## src/rtl/jsu_pkg.sv

```systemverilog
// ----------------------------------------------------------------------------
// jsu_pkg: shared types and constants for the JSON string unescaper
// Holds the escape phase encoding, the command record that passes from the
// front end to the back end, and the character and UTF-8 constants they use.
// ----------------------------------------------------------------------------
package jsu_pkg;

   // Decoder phase within a string body.
   typedef enum logic [3:0] {
      PH_NORMAL  = 4'd0,
      PH_ESC     = 4'd1,
      PH_HEX0    = 4'd2,
      PH_HEX1    = 4'd3,
      PH_HEX2    = 4'd4,
      PH_HEX3    = 4'd5,
      PH_WAIT_BS = 4'd6,
      PH_WAIT_U  = 4'd7,
      PH_LOW0    = 4'd8,
      PH_LOW1    = 4'd9,
      PH_LOW2    = 4'd10,
      PH_LOW3    = 4'd11
   } phase_type;

   // What follows the optional UTF-8 sequence of a command.
   typedef enum logic [1:0] {
      TAIL_NONE  = 2'd0,
      TAIL_BYTE  = 2'd1,
      TAIL_ERROR = 2'd2,
      TAIL_END   = 2'd3
   } tail_type;

   // One queued command: an optional code point to encode, then a tail.
   typedef struct packed {
      logic        enc_valid;
      logic [20:0] code_point;
      tail_type    tail;
      logic [7:0]  tail_byte;
      logic        final_item;
   } cmd_type;

   // Result of decoding the character after a backslash.
   typedef struct packed {
      logic       is_u;
      tail_type   kind;
      logic [7:0] value;
   } esc_type;

   localparam logic [7:0] CH_BACKSLASH = 8'h5c;
   localparam logic [7:0] CH_QUOTE     = 8'h22;
   localparam logic [7:0] CH_SLASH     = 8'h2f;
   localparam logic [7:0] CH_LOWER_B   = 8'h62;
   localparam logic [7:0] CH_LOWER_F   = 8'h66;
   localparam logic [7:0] CH_LOWER_N   = 8'h6e;
   localparam logic [7:0] CH_LOWER_R   = 8'h72;
   localparam logic [7:0] CH_LOWER_T   = 8'h74;
   localparam logic [7:0] CH_LOWER_U   = 8'h75;

   localparam logic [7:0] CTL_BS  = 8'h08;
   localparam logic [7:0] CTL_FF  = 8'h0c;
   localparam logic [7:0] CTL_LF  = 8'h0a;
   localparam logic [7:0] CTL_CR  = 8'h0d;
   localparam logic [7:0] CTL_TAB = 8'h09;

   // High surrogate prefix (top six bits of D800..DBFF).
   localparam logic [5:0]  HIGH_SURR_TOP = 6'b110110;
   localparam logic [20:0] SUPP_OFFSET   = 21'h10000;

   // UTF-8 lead and continuation markers.
   localparam logic [7:0] UTF_CONT  = 8'h80;
   localparam logic [7:0] UTF_LEAD2 = 8'hc0;
   localparam logic [7:0] UTF_LEAD3 = 8'he0;
   localparam logic [7:0] UTF_LEAD4 = 8'hf0;

   // Hex digit value; bit 4 set when the byte is a valid digit.
   function automatic logic [4:0] hex_value(input logic [7:0] b);
      logic [4:0] r;
      r = 5'd0;
      if (b >= 8'h30 && b <= 8'h39) begin
         r = {1'b1, b[3:0]};
      end else if ((b >= 8'h41 && b <= 8'h46) || (b >= 8'h61 && b <= 8'h66)) begin
         r = {1'b1, b[3:0] + 4'd9};
      end
      return r;
   endfunction

   // Decode the character after a backslash.
   function automatic esc_type esc_decode(input logic [7:0] b);
      esc_type e;
      e.is_u  = 1'b0;
      e.kind  = TAIL_BYTE;
      e.value = b;
      priority case (b)
         CH_BACKSLASH, CH_QUOTE, CH_SLASH: e.value = b;
         CH_LOWER_B: e.value = CTL_BS;
         CH_LOWER_F: e.value = CTL_FF;
         CH_LOWER_N: e.value = CTL_LF;
         CH_LOWER_R: e.value = CTL_CR;
         CH_LOWER_T: e.value = CTL_TAB;
         CH_LOWER_U: begin
            e.is_u = 1'b1;
            e.kind = TAIL_NONE;
         end
         default: begin
            e.kind  = TAIL_ERROR;
            e.value = 8'd0;
         end
      endcase
      return e;
   endfunction

endpackage

```

## src/rtl/jsu_front.sv

```systemverilog
// ----------------------------------------------------------------------------
// jsu_front: escape parser and classifier
// Tracks the escape phase of the string and turns each input byte into at
// most one command: an optional code point to encode plus a tail result.
// ----------------------------------------------------------------------------
module jsu_front (
   input  logic             clock,
   input  logic             reset,
   input  logic             accept,
   input  logic [7:0]       in_byte,
   input  logic             is_final,
   output logic             push,
   output jsu_pkg::cmd_type cmd
);

   jsu_pkg::phase_type phase_ff, phase_in;
   logic [15:0] acc_ff, acc_in;
   logic [9:0]  pend_ff, pend_in;

   logic [4:0]       hv;
   logic [15:0]      acc_shift;
   jsu_pkg::esc_type esc;
   logic [20:0]      cp_high;
   logic [20:0]      cp_pair;
   jsu_pkg::phase_type mid_phase;

   // State registers advance only on an input transfer.
   always_ff @(posedge clock) begin
      if (reset) begin
         phase_ff <= jsu_pkg::PH_NORMAL;
         acc_ff   <= 16'd0;
         pend_ff  <= 10'd0;
      end else if (accept) begin
         phase_ff <= phase_in;
         acc_ff   <= acc_in;
         pend_ff  <= pend_in;
      end
   end

   assign hv        = jsu_pkg::hex_value(in_byte);
   assign acc_shift = {acc_ff[11:0], hv[3:0]};
   assign esc       = jsu_pkg::esc_decode(in_byte);
   assign cp_high   = {5'd0, jsu_pkg::HIGH_SURR_TOP, pend_ff};
   assign cp_pair   = jsu_pkg::SUPP_OFFSET + {1'b0, pend_ff, acc_shift[9:0]};

   // Next phase and command for the byte on the input.
   always_comb begin
      mid_phase      = phase_ff;
      acc_in         = acc_ff;
      pend_in        = pend_ff;
      cmd.enc_valid  = 1'b0;
      cmd.code_point = 21'd0;
      cmd.tail       = jsu_pkg::TAIL_NONE;
      cmd.tail_byte  = in_byte;
      cmd.final_item = is_final;

      unique case (phase_ff)
         jsu_pkg::PH_ESC: begin
            if (esc.is_u) begin
               mid_phase = jsu_pkg::PH_HEX0;
               acc_in    = 16'd0;
            end else begin
               mid_phase     = jsu_pkg::PH_NORMAL;
               cmd.tail      = esc.kind;
               cmd.tail_byte = esc.value;
            end
         end
         jsu_pkg::PH_HEX0, jsu_pkg::PH_HEX1, jsu_pkg::PH_HEX2, jsu_pkg::PH_HEX3: begin
            if (!hv[4]) begin
               mid_phase     = jsu_pkg::PH_NORMAL;
               cmd.tail      = jsu_pkg::TAIL_ERROR;
               cmd.tail_byte = 8'd0;
            end else begin
               acc_in = acc_shift;
               unique case (phase_ff)
                  jsu_pkg::PH_HEX0: mid_phase = jsu_pkg::PH_HEX1;
                  jsu_pkg::PH_HEX1: mid_phase = jsu_pkg::PH_HEX2;
                  jsu_pkg::PH_HEX2: mid_phase = jsu_pkg::PH_HEX3;
                  default: begin
                     if (acc_shift[15:10] == jsu_pkg::HIGH_SURR_TOP) begin
                        pend_in   = acc_shift[9:0];
                        mid_phase = jsu_pkg::PH_WAIT_BS;
                     end else begin
                        cmd.enc_valid  = 1'b1;
                        cmd.code_point = {5'd0, acc_shift};
                        mid_phase      = jsu_pkg::PH_NORMAL;
                     end
                  end
               endcase
            end
         end
         jsu_pkg::PH_WAIT_BS: begin
            if (in_byte == jsu_pkg::CH_BACKSLASH) begin
               mid_phase = jsu_pkg::PH_WAIT_U;
            end else begin
               cmd.enc_valid  = 1'b1;
               cmd.code_point = cp_high;
               cmd.tail       = jsu_pkg::TAIL_BYTE;
               mid_phase      = jsu_pkg::PH_NORMAL;
            end
         end
         jsu_pkg::PH_WAIT_U: begin
            if (in_byte == jsu_pkg::CH_LOWER_U) begin
               mid_phase = jsu_pkg::PH_LOW0;
               acc_in    = 16'd0;
            end else begin
               // Unpaired high surrogate, then an ordinary two-byte escape.
               cmd.enc_valid  = 1'b1;
               cmd.code_point = cp_high;
               cmd.tail       = esc.kind;
               cmd.tail_byte  = esc.value;
               mid_phase      = jsu_pkg::PH_NORMAL;
            end
         end
         jsu_pkg::PH_LOW0, jsu_pkg::PH_LOW1, jsu_pkg::PH_LOW2, jsu_pkg::PH_LOW3: begin
            if (!hv[4]) begin
               cmd.enc_valid  = 1'b1;
               cmd.code_point = cp_high;
               cmd.tail       = jsu_pkg::TAIL_ERROR;
               cmd.tail_byte  = 8'd0;
               mid_phase      = jsu_pkg::PH_NORMAL;
            end else begin
               acc_in = acc_shift;
               unique case (phase_ff)
                  jsu_pkg::PH_LOW0: mid_phase = jsu_pkg::PH_LOW1;
                  jsu_pkg::PH_LOW1: mid_phase = jsu_pkg::PH_LOW2;
                  jsu_pkg::PH_LOW2: mid_phase = jsu_pkg::PH_LOW3;
                  default: begin
                     cmd.enc_valid  = 1'b1;
                     cmd.code_point = cp_pair;
                     mid_phase      = jsu_pkg::PH_NORMAL;
                  end
               endcase
            end
         end
         default: begin
            // Normal text; unused phase codes behave the same.
            if (in_byte == jsu_pkg::CH_BACKSLASH) begin
               mid_phase = jsu_pkg::PH_ESC;
            end else begin
               mid_phase = jsu_pkg::PH_NORMAL;
               cmd.tail  = jsu_pkg::TAIL_BYTE;
            end
         end
      endcase

      phase_in = mid_phase;

      // End of string: flush whatever escape is still open, then reset.
      // The held surrogate may have been captured by this very byte.
      if (is_final) begin
         unique case (mid_phase)
            jsu_pkg::PH_NORMAL: begin
            end
            jsu_pkg::PH_WAIT_BS: begin
               cmd.enc_valid  = 1'b1;
               cmd.code_point = {5'd0, jsu_pkg::HIGH_SURR_TOP, pend_in};
            end
            jsu_pkg::PH_WAIT_U, jsu_pkg::PH_LOW0, jsu_pkg::PH_LOW1,
            jsu_pkg::PH_LOW2, jsu_pkg::PH_LOW3: begin
               cmd.enc_valid  = 1'b1;
               cmd.code_point = {5'd0, jsu_pkg::HIGH_SURR_TOP, pend_in};
               cmd.tail       = jsu_pkg::TAIL_ERROR;
               cmd.tail_byte  = 8'd0;
            end
            default: begin
               cmd.tail      = jsu_pkg::TAIL_ERROR;
               cmd.tail_byte = 8'd0;
            end
         endcase
         if (!cmd.enc_valid && cmd.tail == jsu_pkg::TAIL_NONE) begin
            cmd.tail      = jsu_pkg::TAIL_END;
            cmd.tail_byte = 8'd0;
         end
         phase_in = jsu_pkg::PH_NORMAL;
         acc_in   = 16'd0;
         pend_in  = 10'd0;
      end

      push = accept && (cmd.enc_valid || cmd.tail != jsu_pkg::TAIL_NONE);
   end

endmodule

```

## src/rtl/jsu_queue.sv

```systemverilog
// ----------------------------------------------------------------------------
// jsu_queue: command queue between front end and back end
// A small circular buffer of commands with a fill count.
// ----------------------------------------------------------------------------
module jsu_queue #(
   parameter int DEPTH = 4
) (
   input  logic             clock,
   input  logic             reset,
   input  logic             push,
   input  jsu_pkg::cmd_type push_data,
   input  logic             pop,
   output logic             full,
   output logic             head_valid,
   output jsu_pkg::cmd_type head_data
);

   localparam int PTR_W = (DEPTH > 1) ? $clog2(DEPTH) : 1;
   localparam int CNT_W = $clog2(DEPTH + 1);
   localparam logic [PTR_W-1:0] LAST_PTR = PTR_W'(DEPTH - 1);
   localparam logic [CNT_W-1:0] FULL_CNT = CNT_W'(DEPTH);

   jsu_pkg::cmd_type mem_ff [DEPTH];
   logic [PTR_W-1:0] wr_ptr_ff, wr_ptr_in;
   logic [PTR_W-1:0] rd_ptr_ff, rd_ptr_in;
   logic [CNT_W-1:0] count_ff, count_in;

   assign full       = (count_ff == FULL_CNT);
   assign head_valid = (count_ff != '0);
   assign head_data  = mem_ff[rd_ptr_ff];

   // Pointer and count updates.
   always_comb begin
      wr_ptr_in = wr_ptr_ff;
      rd_ptr_in = rd_ptr_ff;
      count_in  = count_ff;
      if (push) begin
         wr_ptr_in = (wr_ptr_ff == LAST_PTR) ? '0 : wr_ptr_ff + 1'b1;
      end
      if (pop) begin
         rd_ptr_in = (rd_ptr_ff == LAST_PTR) ? '0 : rd_ptr_ff + 1'b1;
      end
      if (push && !pop) begin
         count_in = count_ff + 1'b1;
      end else if (pop && !push) begin
         count_in = count_ff - 1'b1;
      end
   end

   always_ff @(posedge clock) begin
      if (reset) begin
         wr_ptr_ff <= '0;
         rd_ptr_ff <= '0;
         count_ff  <= '0;
      end else begin
         wr_ptr_ff <= wr_ptr_in;
         rd_ptr_ff <= rd_ptr_in;
         count_ff  <= count_in;
      end
   end

   // Storage takes no reset.
   always_ff @(posedge clock) begin
      if (push) begin
         mem_ff[wr_ptr_ff] <= push_data;
      end
   end

endmodule

```

## src/rtl/jsu_back.sv

```systemverilog
// ----------------------------------------------------------------------------
// jsu_back: UTF-8 encoder and result sequencer
// Expands the head command of the queue into one result per cycle while
// results are taken, and holds each result in an output register until taken.
// ----------------------------------------------------------------------------
module jsu_back (
   input  logic             clock,
   input  logic             reset,
   input  logic             head_valid,
   input  jsu_pkg::cmd_type head_data,
   output logic             pop,
   output logic             rsp_valid,
   input  logic             rsp_ready,
   output logic [7:0]       rsp_out_byte,
   output logic             rsp_has_byte,
   output logic             rsp_string_end,
   output logic             rsp_bad_escape,
   output logic             rsp_run_last
);

   logic [1:0] idx_ff, idx_in;
   logic       valid_ff, valid_in;
   logic [7:0] byte_ff, byte_in;
   logic       has_ff, has_in;
   logic       end_ff, end_in;
   logic       bad_ff, bad_in;
   logic       last_ff, last_in;

   logic [20:0] cp;
   logic [2:0]  enc_cnt;
   logic [2:0]  total;
   logic [2:0]  idx_ext;
   logic [7:0]  enc_byte [4];
   logic        in_enc;
   logic        last;
   logic        load;

   assign cp      = head_data.code_point;
   assign idx_ext = {1'b0, idx_ff};

   // UTF-8 length and bytes of the code point.
   always_comb begin
      enc_byte[0] = 8'd0;
      enc_byte[1] = 8'd0;
      enc_byte[2] = 8'd0;
      enc_byte[3] = 8'd0;
      if (cp[20:7] == 14'd0) begin
         enc_cnt     = 3'd1;
         enc_byte[0] = {1'b0, cp[6:0]};
      end else if (cp[20:11] == 10'd0) begin
         enc_cnt     = 3'd2;
         enc_byte[0] = jsu_pkg::UTF_LEAD2 | {3'd0, cp[10:6]};
         enc_byte[1] = jsu_pkg::UTF_CONT | {2'd0, cp[5:0]};
      end else if (cp[20:16] == 5'd0) begin
         enc_cnt     = 3'd3;
         enc_byte[0] = jsu_pkg::UTF_LEAD3 | {4'd0, cp[15:12]};
         enc_byte[1] = jsu_pkg::UTF_CONT | {2'd0, cp[11:6]};
         enc_byte[2] = jsu_pkg::UTF_CONT | {2'd0, cp[5:0]};
      end else begin
         enc_cnt     = 3'd4;
         enc_byte[0] = jsu_pkg::UTF_LEAD4 | {5'd0, cp[20:18]};
         enc_byte[1] = jsu_pkg::UTF_CONT | {2'd0, cp[17:12]};
         enc_byte[2] = jsu_pkg::UTF_CONT | {2'd0, cp[11:6]};
         enc_byte[3] = jsu_pkg::UTF_CONT | {2'd0, cp[5:0]};
      end
   end

   // Select the result at the current position of the command.
   always_comb begin
      total = (head_data.enc_valid ? enc_cnt : 3'd0)
            + {2'd0, head_data.tail != jsu_pkg::TAIL_NONE};
      in_enc = head_data.enc_valid && (idx_ext < enc_cnt);
      last   = (idx_ext + 3'd1 == total);
      load   = head_valid && (!valid_ff || rsp_ready);
      pop    = load && last;

      byte_in = 8'd0;
      has_in  = 1'b0;
      bad_in  = 1'b0;
      if (in_enc) begin
         byte_in = enc_byte[idx_ff];
         has_in  = 1'b1;
      end else begin
         unique case (head_data.tail)
            jsu_pkg::TAIL_BYTE: begin
               byte_in = head_data.tail_byte;
               has_in  = 1'b1;
            end
            jsu_pkg::TAIL_ERROR: bad_in = 1'b1;
            default: begin
            end
         endcase
      end
      end_in  = head_data.final_item && last;
      last_in = last;

      idx_in = idx_ff;
      if (load) begin
         idx_in = last ? 2'd0 : idx_ff + 2'd1;
      end

      if (load) begin
         valid_in = 1'b1;
      end else if (rsp_ready) begin
         valid_in = 1'b0;
      end else begin
         valid_in = valid_ff;
      end
   end

   always_ff @(posedge clock) begin
      if (reset) begin
         idx_ff   <= 2'd0;
         valid_ff <= 1'b0;
      end else begin
         idx_ff   <= idx_in;
         valid_ff <= valid_in;
      end
   end

   // Output payload register.
   always_ff @(posedge clock) begin
      if (load) begin
         byte_ff <= byte_in;
         has_ff  <= has_in;
         end_ff  <= end_in;
         bad_ff  <= bad_in;
         last_ff <= last_in;
      end
   end

   assign rsp_valid      = valid_ff;
   assign rsp_out_byte   = byte_ff;
   assign rsp_has_byte   = has_ff;
   assign rsp_string_end = end_ff;
   assign rsp_bad_escape = bad_ff;
   assign rsp_run_last   = last_ff;

endmodule

```

## src/rtl/json_string_unescape_utf8.sv

```systemverilog
// With the queue and output register empty, a byte's command is written into
// the queue, then its first result into the output register that offers it.
// Throughput: one input byte per cycle while the command queue has room, and
// one result per cycle while results are taken; a byte's command holds the
// encoder until all its results are loaded. QUEUE_DEPTH sets how far the
// input may run ahead of output. Reset, synchronous and active high, empties
// the queue, clears the output valid flag and sets the decoder to normal text.
// ----------------------------------------------------------------------------
// json_string_unescape_utf8: JSON string unescaper with UTF-8 output
// Front end parses escapes and queues commands; back end encodes UTF-8
// and delivers results through a registered output.
// ----------------------------------------------------------------------------
module json_string_unescape_utf8 #(
   parameter int QUEUE_DEPTH = 4
) (
   input  logic       clock,
   input  logic       reset,
   input  logic       req_valid,
   output logic       req_ready,
   input  logic [7:0] req_in_byte,
   input  logic       req_is_final,
   output logic       rsp_valid,
   input  logic       rsp_ready,
   output logic [7:0] rsp_out_byte,
   output logic       rsp_has_byte,
   output logic       rsp_string_end,
   output logic       rsp_bad_escape,
   output logic       rsp_run_last
);

   logic             accept;
   logic             push;
   logic             pop;
   logic             full;
   logic             head_valid;
   jsu_pkg::cmd_type cmd;
   jsu_pkg::cmd_type head_data;

   // Input transfer whenever the queue can take a command.
   assign req_ready = !full;
   assign accept    = req_valid && req_ready;

   jsu_front u_front (
      .clock    (clock),
      .reset    (reset),
      .accept   (accept),
      .in_byte  (req_in_byte),
      .is_final (req_is_final),
      .push     (push),
      .cmd      (cmd)
   );

   jsu_queue #(
      .DEPTH (QUEUE_DEPTH)
   ) u_queue (
      .clock      (clock),
      .reset      (reset),
      .push       (push),
      .push_data  (cmd),
      .pop        (pop),
      .full       (full),
      .head_valid (head_valid),
      .head_data  (head_data)
   );

   jsu_back u_back (
      .clock          (clock),
      .reset          (reset),
      .head_valid     (head_valid),
      .head_data      (head_data),
      .pop            (pop),
      .rsp_valid      (rsp_valid),
      .rsp_ready      (rsp_ready),
      .rsp_out_byte   (rsp_out_byte),
      .rsp_has_byte   (rsp_has_byte),
      .rsp_string_end (rsp_string_end),
      .rsp_bad_escape (rsp_bad_escape),
      .rsp_run_last   (rsp_run_last)
   );

endmodule

```

## config.mk

```make
export PLATFORM = sky130hd
export DESIGN_NAME = json_string_unescape_utf8
export DESIGN_NICKNAME = d
export VERILOG_FILES = /design/src/rtl/jsu_pkg.sv /design/src/rtl/jsu_front.sv /design/src/rtl/jsu_queue.sv /design/src/rtl/jsu_back.sv /design/src/rtl/json_string_unescape_utf8.sv
export SDC_FILE = /design/constraint.sdc
export NUM_CORES = 1
export LEC_CHECK = 0
export BUFFER_PORTS_ARGS = -buffer_cell sky130_fd_sc_hd__buf_2
export CORE_ASPECT_RATIO = 0.75
export CORE_UTILIZATION = 55
export DETAILED_ROUTE_END_ITERATION = 10
export PLACE_DENSITY = 0.72
export SETUP_SLACK_MARGIN = 0.2
export SYNTH_ARGS = -nofsm -noshare
export SYNTH_HDL_FRONTEND = slang
export SYNTH_SLANG_ARGS = --single-unit
```

## constraint.sdc

```tcl
create_clock -name clock -period 11.9 [get_ports clock]
set_input_delay 1.785 -clock clock [delete_from_list [all_inputs] [get_ports clock]]
set_output_delay 1.785 -clock clock [all_outputs]
set_load 0.005 [all_outputs]
```

==> results list, run 1 <==
* Worst hold path stage count: 2
- For the finished layout, the period the worst path requires is 5.21 ns.
- Global-route wire length before repair: 32,300 um
- Across the run, the number of max-cap violations was 0.
- The share of the Yosys chip area taken by registers is 0.574.
* Crit Path Class: register to register
- The share of total power dissipated in sequential elements is 0.441.
* FP Rows: 39
- TritonCTS clock tree: yes
* Root cell of the clock tree: clkbuf_16
* Critical path capture point type: register
- The number of cells on the worst reg-to-reg path is 16.
- STA classifies the critical path startpoint as a register.
- After clock tree synthesis, the clock-pin slew on the worst setup and hold paths is 0.07 ns.
* Area of the core region: 15,500 um^2
- PortBufs: 26
* Routed wire length: 21,000 um
- The tightest min-delay check is of the register to register type.
- Required time at the worst-slack endpoint: 12.26 ns
- Area of the multi-input gates: 3490 um^2
* Non-Filler Cell Area, Final: 9750 um^2
- In the global route stage, overall resource usage came out at 0.265.
- The number of antenna violations at the first check in global routing was 0.
- In the synthesized netlist the dominant register cell turns out to be edfxtp_1.
* Chip Width: 149 um
* Ratio of total power to cell area: 188 nW/um^2
* Most common cell in the netlist: edfxtp_1
* Cell leakage power: 0.00329 uW
- Distinct cells, synth: 79
- The average instance in the mapped netlist occupies 12.7 um^2.
- The analysis attributes to net switching a power of 552 uW.
* Area share of the largest cell type after synthesis: 0.488
- Share of post-route cells with drive strength above 1: 0.173
- After filler insertion, the fill cell instance count of the layout stands at 1,164.
- Number of endpoints with negative hold slack in the final report: 0
- The tree built by TritonCTS fans out to 182 sinks.
- Signed area change from the synthesized netlist to the final layout: 10.1%
* Synth Net Count: 724
* Leading cell types by total area after synthesis: edfxtp_1, dfxtp_1, mux4_2
- In this run the count of I/O pins placed on the die edge is 27.
- In this design, the stage delay of the slowest critical-path cell is 0.64 ns.
- List of most frequent post-synthesis cells: edfxtp_1, nor2_1, nand2_1
* Yosys warnings: 0
- Total DRC errors in the routed layout: 0
- The cell count after synthesis came out at 695.
- Setup repair after global routing missed its margin: no
* DIE AREA: 16,600 um^2
- Highest-delay cell along the critical path: mux4_2
* CTS-repair resized insts: 0
- First-iteration detailed-routing DRC count: 526
- Nets@finish: 738
* Worst vdd rail ir drop: 0.110 mV
- Of all cell types, the one taking the most synthesized area is edfxtp_1.
- Combinational power share: 0.228
- H-tree depth: 4
* Register cell area after layout: 5090 um^2
* Cell-by-cell trace of the critical path: buf_4, mux4_2, nor3_2, and2_1, a21oi_1, ha_1, ha_1, xnor2_1, xnor2_1, nand3_1, ha_1, inv_1, fa_1, xor2_1, or3_1, a21oi_1
- Clock network fraction of design power: 0.331
- For this run the aggregate overflow at the end of global routing stands at 0.
- Pin count of the biggest net entering global routing: 40
- For the final database, setup skew stands at 0.0106 ns.
* Total setup violations reported at the end of the flow: 0
- Maximum buffer depth of the clock tree: 2
- Routability-driven placement finished with a final weighted congestion of 0.906.
- By instance count, the cell type seen most on the critical path is ha_1.
- TritonCTS created 17 clock buffers.
- For this configuration, the core starts out at a cell density of 0.573.
- The number of antenna diodes in the final layout is 0.
- Result of the run: completed
- Maximum clock frequency: 192 MHz
* Final clock period utilization by the worst path: 0.438
- Of all nets on the critical path, the largest fanout is 23.
* DP HPWL: 14,100 um
- Worst EP arrival: 5.57 ns
* Number of hold buffers added after CTS: 0
* Count of pins over their slew limit: 0
- Post-synth EDFFs: 144
- Worst-Skew Late Latency: 0.44 ns
* First-pass iteration count of the detailed router: 5
- Of all flip-flops after synthesis, the portion carrying an async set or reset was 0.
- For this block, the via count after detailed routing is 6,008.
* Worst relative slew slack: 0.203
- Actual slew at the worst max-slew pin: 1.19 ns
- Post-DRT Antenna Nets: 0
- Setup_tns: 0 ns
- The placed instances occupy a cell area of 9090 um^2.
- Using the TritonRoute via totals, the vias-per-cell ratio works out to 6.48.
- The number of setup buffers added after CTS is 0.
* Register bit total from synthesis: 182
- The via count of the first global-routing pass came to 5,837.
- Measured along the y axis, the die boundary spans 112 um.
- In the final routed layout, each cell accounts on average for 22.7 um.
- In this run the cell area of the synthesized design comes to 8860 um^2.
* Net switching share of the total power: 0.301
* Cell-internal power: 1290 uW
## worst paths after layout
kind,from,to,slack (ns)
worst max-delay path,register,u_queue.count_ff[2]$_SDFFE_PP0P_,6.69
worst min-delay path,u_back.rsp_valid$_SDFFE_PP0P_,u_back.rsp_valid$_SDFFE_PP0P_,0.47
worst max register to register,register,u_queue.count_ff[2]$_SDFFE_PP0P_,6.69
worst min register to register,u_back.rsp_valid$_SDFFE_PP0P_,u_back.rsp_valid$_SDFFE_PP0P_,0.47
## sequential cells by signal, indices dropped and copies added, names as in the netlist, named ones only
signal,count
u_back.rsp_bad_escape,1
u_queue.rd_ptr_ff,2
u_back.rsp_out_byte,8
u_back.rsp_run_last,1
u_front.phase_ff,4
u_back.rsp_valid,1
u_queue.wr_ptr_ff,2
u_back.idx_ff,2
u_queue.count_ff,3
u_front.pend_ff,10
u_queue.mem_ff,132
u_back.rsp_string_end,1
u_back.rsp_has_byte,1
u_front.acc_ff,12
## metal layers
metal  global-route usage  part of all wire  vias to the layer above
li1                     -                 -                     2714
met1                0.374              0.43                     2975
met4               0.0969             0.022                        0
met5                    0                 0                        -
met2                0.402              0.47                      283
met3               0.0619             0.083                       36
## placed cells by master, fill, tap and decap left out, drive strengths merged, types with 20 or more instances in the layout
cell type and n:
edfxtp 144, nor2 54, nand2 51, dfxtp 38, buf 34, mux4 33, a21oi 32, o21ai 29
nand3 26, inv 23, nand2b 22, a22oi 20, nor3 20
## per-stage QoR
step	util	hold slack, ns	setup WS [ns]	total power, uW	std cells
after floorplan	-	0.460	7.13	1120	695
after global placement	0.588	0.459	6.68	1220	895
after detailed placement	0.588	0.466	6.49	1240	895
after CTS	0.631	0.475	6.67	1840	927
after global routing	0.631	0.493	6.38	1910	927
final	0.631	0.470	6.69	1840	927
## cell families (layout without fill, tap and decap cells)
kind of cell / Yosys count / in the layout / share of synthesized area
xor gates and xnor gates: 12 / 12 / 0.0119
and+or+nand+nor: 217 / 217 / 0.124
adders and majority gates: 16 / 16 / 0.0235
buffers and inverters: 57 / 84 / 0.0322
DFF: 182 / 182 / 0.574
muxes: 53 / 53 / 0.108
AOI/OAI and AO/OA: 158 / 158 / 0.126
## power by group through the flow
stage          combinational (uW)  sequential, uW  clock, uW
2_1_floorplan                 310             806          0
3_3_place_gp                  405             816          0
3_5_place_dp                  415             822          0
5_1_grt                       452             816        640
4_1_cts                       419             809        614
6_report                      419             810        608
## critical path: cells and delay by family, from the launching register on
family                   cells  cell delay [ns]
AND/OR/NAND/NOR              4             1.43
AO/OA/AOI/OAI                2             0.31
flip-flops                   1             0.57
adder cells (fa/ha/maj)      4             1.08
XOR/XNOR                     3             0.48
buffers and inverters        2             0.60
multiplexers                 1             0.64
## layout make-up
| type | count | area share |
|---|---|---|
| clock inverters | 15 | 0.0242 |
| clock buffers | 17 | 0.0436 |
| repair buffers | 34 | 0.0195 |
| well taps | 205 | 0.0263 |
| flip-flops and latches | 182 | 0.521 |
| multi-input cells | 456 | 0.358 |
| inverters | 18 | 0.00693 |
Note: power is estimated with default switching activity, not from simulation.
==> inputs of run 2 (changes only) <==
clock period = 4.8 ns   (was 11.9 ns; I/O delays follow)
==> run 2 against run 1 <==
  * Critical path depth is 1 lower
  * Global-route usage is 0.59 points lower
  * Clock-buffer cell count is 1 higher
  * Non-clock buffer count is 7 higher
  * Clock power is 130% higher
  * Register-to-register slack worse by 6.3 ns
  * Hold slack better by 0.00092 ns
  * Routed wire length is 3.4% lower
==> results list, run 2 (synthesis gave the netlist of run 1 again) <==
* Result of the run: completed
- Number of hold buffers added after CTS: 0
- The initialized floorplan defines 39 standard-cell rows.
- Actual slew at the worst max-slew pin: 1.33 ns
* Root cell of the clock tree: clkbuf_16
- Nets@finish: 745
* Area of the core region: 15,500 um^2
- After layout, the minimum clock period comes to 4.37 ns.
- DP HPWL: 13,900 um
- Congestion Overflow GR: 0
* Initial standard-cell utilization of the core: 0.573
- Standard cell area after detailed placement: 9160 um^2
* Required time at the worst-slack endpoint: 5.14 ns
* Number of fillers in the final layout: 1,147
- Die height: 112 um
- Dividing the detail-routed via count by the number of cells gives 6.33.
* Final cell utilization of the core: 0.630
- Number of endpoints with negative hold slack in the final report: 0
* Total setup violations reported at the end of the flow: 0
* Maximum buffer depth of the clock tree: 2
- Startpoint types: register
- Across every metal layer, demand over resource in global routing totals 0.259.
- Worst relative slew slack: 0.108
- H-tree depth: 4
- Number of sinks driven by the clock tree: 182
* Routed wire length: 20,300 um
* PortBufs: 26
* Cell leakage power: 0.00328 uW
- For this run, design rule violations remaining after detail routing come to 0.
- Total power: 4440 uW
- From synthesis to final layout, the design area changed by 9.97%.
- 27 I/O pins were placed.
- Entering global routing, the biggest net connects 40 pins.
* Ratio of total power to cell area: 456 nW/um^2
- TritonCTS clock tree: yes
- Cell-by-cell trace of the critical path: buf_4, mux4_2, or4_4, a21oi_1, ha_1, ha_1, xor2_1, nor2_1, nand3_1, ha_1, inv_1, fa_1, xor2_1, or3_1, a21oi_1
- The largest registers in the layout are u_queue.mem_ff x132, u_front.acc_ff x12, u_front.pend_ff x10.
- Biggest fanout along the worst timing path: 6
- IR analysis of the VDD net gives a maximum drop of 0.263 mV.
- Post-DRT Antenna Nets: 0
- Setup repair after global routing left no endpoint under its margin.
- For the final routed database, the setup TNS stands at 0 ns.
* Flip-flop count of the largest register after layout: 132
- For this run, the slowest stage of the critical path takes 0.60 ns.
* Count of inserted antenna diode cells: 0
* Worst Hold Class: register to register
* Highest-delay cell along the critical path: or4_4
- Cell seen most often among critical-path stages: ha_1
- Antenna violations before repair: 0
* Worst EP arrival: 4.71 ns
* Gpl congestion: 0.942
* Register with the most flip-flops: u_queue.mem_ff
- Clock-pin slew was measured on the worst setup and hold paths at 0.07 ns.
- Of the cells placed in the final design, the portion with a size suffix greater than 1 is 0.176.
- The routed layout has 5,910 vias.
- In the layout the commonest cells are edfxtp_1, nor2_1, nand2_1, dfxtp_1.
- Chip Width: 149 um
* Worst-Skew Late Latency: 0.43 ns
- Non-Filler Cell Area, Final: 9740 um^2
* Global-route wire length before repair: 31,900 um
- Vias in the first global route: 5,653
- The worst setup path is of the register to register kind.
* Final clock period utilization by the worst path: 0.911
- After the first detailed-routing iteration, the DRC count stood at 670.
- Critical path capture point type: register
- TritonCTS created 17 clock buffers.
- Most common cell after layout, fill and taps aside: edfxtp_1
- The first detailed-routing pass took 5 iterations.
* Average routed wire per standard cell: 21.8 um
- Max-cap check violation count: 0
- Clk_skew: 0.00746 ns
- Hold path startpoint: u_back.rsp_valid$_SDFFE_PP0P_
- The number of pins with negative max-slew slack in the final report is 0.
- Maximum clock frequency: 229 MHz
* DIE AREA: 16,600 um^2
[run 2: changes by cell type in the layout (fill, tap and decap cells not counted), moves of 2 or more]
cell,before,now
buf_4,8,14
clkinv_8,5,0
clkinv_1,0,2
clkinvlp_4,0,3
[run 2: metrics by stage]
step / setup slack [ns] / cells / hold WS [ns]
floorplan: 0.757 / 695 / 0.460
global placement: 0.648 / 902 / 0.454
detailed placement: 0.428 / 902 / 0.463
CTS: 0.389 / 933 / 0.475
global route: 0.214 / 933 / 0.503
finish: 0.428 / 933 / 0.471
[run 2: final timing paths]
kind / to / slack [ns] / depth (start not counted)
worst max-delay path: u_queue.count_ff[2]$_SDFFE_PP0P_ / 0.43 / 15
worst min-delay path: u_back.rsp_valid$_SDFFE_PP0P_ / 0.47 / 2
worst max register to register: u_queue.count_ff[2]$_SDFFE_PP0P_ / 0.43 / 15
worst min register to register: u_back.rsp_valid$_SDFFE_PP0P_ / 0.47 / 2
[run 2: what timing repair did]
item | 4_1_cts | 5_1_grt
endpoints found under the setup margin | 0 | 1
gates resized for setup | 0 | 1
buffers inserted | 0 | 0
[run 2: final cells by class]
cell class,count,area [um^2],area share
sequential,182,5090,0.522
inverter,18,67.6,0.00694
tap,205,256,0.0263
clock buffer,18,429,0.0441
multi-input combinational,456,3500,0.359
timing repair buffer,41,255,0.0262
clock inverter,13,148,0.0152
[run 2: per-layer routing]
metal  part of all wire  wire (um)  vias up  track usage
met2               0.46       9420      256        0.396
met3              0.073       1480       26       0.0545
met1               0.45       9160     2898        0.379
met5                  0          0        -            0
met4              0.012        240        0       0.0694
li1                   -          -     2730            -
[run 2: report_power, final]
part | leakage (uW) | switching (uW) | internal, uW | total (uW)
Combinational | 0.00137 | 648 | 441 | 1090
Clock | 0.000272 | 596 | 772 | 1370
Sequential | 0.00164 | 68.6 | 1910 | 1980
Total | 0.00328 | 1310 | 3130 | 4440
[run 2: worst max-delay path: cells and delay by family, from the launching register on]
kind | cells | cell delay (ns)
and+or+nand+nor | 4 | 1.21
adders and majority gates | 4 | 1.06
xor gates and xnor gates | 2 | 0.32
muxes | 1 | 0.57
buffers and inverters | 2 | 0.29
DFF | 1 | 0.46
AOI/OAI and AO/OA | 2 | 0.37
==> inputs of run 3 (changes only) <==
CORE_ASPECT_RATIO = not set   (was 0.75)
CORE_MARGIN = 3   (was not set)
==> run 3 against run 2 <==
  * Worst setup slack better by 0.13 ns
  * Largest power group unchanged
  * Sequential cell count stayed put
  * Hold slack better by 0.018 ns
==> results list, run 3 (synthesis gave the netlist of run 1 again) <==
- Result of the run: completed
- Largest incremental delay on the critical path: 0.64 ns
* Total via count in the routed design: 5,896
- Input and output buffers added on the ports amount to 26.
- Via density per instance: 6.26
- Timing would allow up to 236 MHz.
* Antenna violations before repair: 1
* CP bufs+invs: 2
- Congestion Overflow GR: 0
- Max-cap check violation count: 0
* Most common cell after layout, fill and taps aside: edfxtp_1
- Summing all flip-flop and latch instances after layout gives 5090 um^2.
- Summing all multi-input logic gate instances after layout gives 3500 um^2.
* Required time at the worst-slack endpoint: 5.16 ns
- The first detailed-routing pass ran for 5 iterations.
- Routability-driven placement finished with a final weighted congestion of 0.907.
* Total power: 4440 uW
* Combined global-route utilization of all metal layers: 0.224
* Startpoint types: register
- For this run, the number of standard cells in the final layout without fillers is 942.
* Initial standard-cell utilization of the core: 0.572
* Nets@finish: 747
* TritonCTS clock tree: yes
* Worst Hold Class: register to register
* Number of endpoints with negative hold slack in the final report: 0
- Routed wire length: 19,100 um
- At the later pin of the worst-skew pair, clock insertion delay measures 0.44 ns.
- Number of fillers in the final layout: 1,169
* Vias in the first global route: 5,707
* Cell-by-cell trace of the critical path: buf_12, mux4_1, or3_4, nor2_2, nand2_1, a21oi_1, ha_1, ha_1, xor2_1, nor2_1, nand3_2, ha_1, inv_1, fa_1, xor2_1, or3_1, a21oi_1
* Number of clock buffers inserted by TritonCTS: 17
- Setup repair after global routing missed its margin: no
- In this run the clock root is driven by a clkbuf_16.
- Share of post-route cells with drive strength above 1: 0.182
* Placed Instances: 910
* Area of the core region: 15,500 um^2
* Largest registers: u_queue.mem_ff x132, u_front.acc_ff x12, u_front.pend_ff x10
- In this run, post-CTS repair resized a total of 0 instances.
- Setup total negative slack on the finished layout was measured at 0 ns.
* Number of buffers inserted to repair setup after CTS: 0
* Signed area change from the synthesized netlist to the final layout: 10.4%
- Chip Width: 133 um
- Number of hold buffers added after CTS: 0
* Crit Path Class: register to register
- The number of pins with negative max-slew slack in the final report was 0.
- Setup violations remaining at the end of the flow were counted as 0.
- Worst EP arrival: 4.60 ns
- DP HPWL: 13,400 um
- Clk_skew: 0.00715 ns
* Total DRC errors in the routed layout: 0
- The clock period could shrink to 4.24 ns.
- H-tree depth: 4
- Pin count of the biggest net entering global routing: 40
- Grouping stages by cell kind, the critical path spends the most delay in simple AND/OR/NAND/NOR gates.
* First-iteration detailed-routing DRC count: 620
- Counting flops per register, the top entry is u_queue.mem_ff.
- Critical path capture point type: register
- For the pin with the worst max-slew slack, the measured transition is 1.27 ns.
- Headroom to the max-slew limit came out at 0.150.
- In this design, the critical path's most frequently occurring cell is ha_1.
- Post-DRT Antenna Nets: 0
- The library cells used most frequently in the layout, excluding fill and tap cells, are edfxtp_1, nor2_1, nand2_1, dfxtp_1.
- Dividing the detail-routed wire length by the instance count gives 20.3 um.
- The worst-case IR drop observed on VDD is 0.309 mV.
* Worst hold slack across all endpoints: 0.489 ns
- The repair_antennas step left the layout with diodes totalling 0.
- Count of boundary I/O pins: 27
- The register with the most flip-flops in the layout has 132 of them.
* Cell leakage power: 0.00331 uW
* DIE AREA: 17,700 um^2
* Final clock period utilization by the worst path: 0.884
- Global-route wire length before repair: 30,500 um
- Counting along the longest clock path gives a buffer depth of 2.
* Number of sinks driven by the clock tree: 182
- The floorplan has 45 rows.
* Ratio of total power to cell area: 454 nW/um^2
- After clock tree synthesis, the clock-pin slew on the worst setup and hold paths is 0.07 ns.
- Along the worst path, the maximum fanout reaches 33.
* Highest-delay cell along the critical path: mux4_1
* Die height: 133 um
## run 3: cell types whose count changed in the layout (fill, tap and decap cells not counted), sizes merged
cell | before | now
buf | 41 | 43
clkinv | 4 | 2
clkinvlp | 3 | 2
inv | 22 | 26
## run 3: tightest hold or removal path, cell delays in order, from the launching register on
cell and delay (ns):
dfxtp_1 0.32, nand2_1 0.07, a21oi_1 0.05
## run 3: area by class of cell
type	instances	area share
clock inverters	14	0.0168
repair buffers	43	0.0276
clock buffers	18	0.0439
well taps	211	0.0270
inverters	18	0.00691
flip-flops and latches	182	0.520
multi-input cells	456	0.358
## run 3: per-stage QoR
step                instance area [um^2]  worst slack (ns)   util
floorplan                           8860             0.757      -
global placement                    9180             0.563  0.593
detailed placement                  9180             0.459  0.593
CTS                                 9770             0.433  0.631
global route                        9780             0.238  0.631
finish                              9780             0.557  0.631
## run 3: power by group
part	leakage (uW)	internal, uW	switching, uW	total, uW
Clock	0.000287	784	610	1390
Combinational	0.00138	441	627	1070
Sequential	0.00164	1910	62.6	1980
## run 3: worst paths after layout
check / startpoint / end / slack (ns) / cells after the start
setup reg to reg: register / u_queue.count_ff[2]$_SDFFE_PP0P_ / 0.56 / 17
hold reg to reg: u_back.rsp_valid$_SDFFE_PP0P_ / u_back.rsp_valid$_SDFFE_PP0P_ / 0.49 / 2
setup / recovery: register / u_queue.count_ff[2]$_SDFFE_PP0P_ / 0.56 / 17
hold / removal: u_back.rsp_valid$_SDFFE_PP0P_ / u_back.rsp_valid$_SDFFE_PP0P_ / 0.49 / 2
## run 3: metal layers
layer / wire length, um / global-route usage / vias to the layer above
li1: - / - / 2732
met1: 8200 / 0.314 / 2882
met2: 9220 / 0.346 / 247
met3: 1330 / 0.0475 / 35
met4: 376 / 0.0849 / 0
met5: 0 / 0 / -
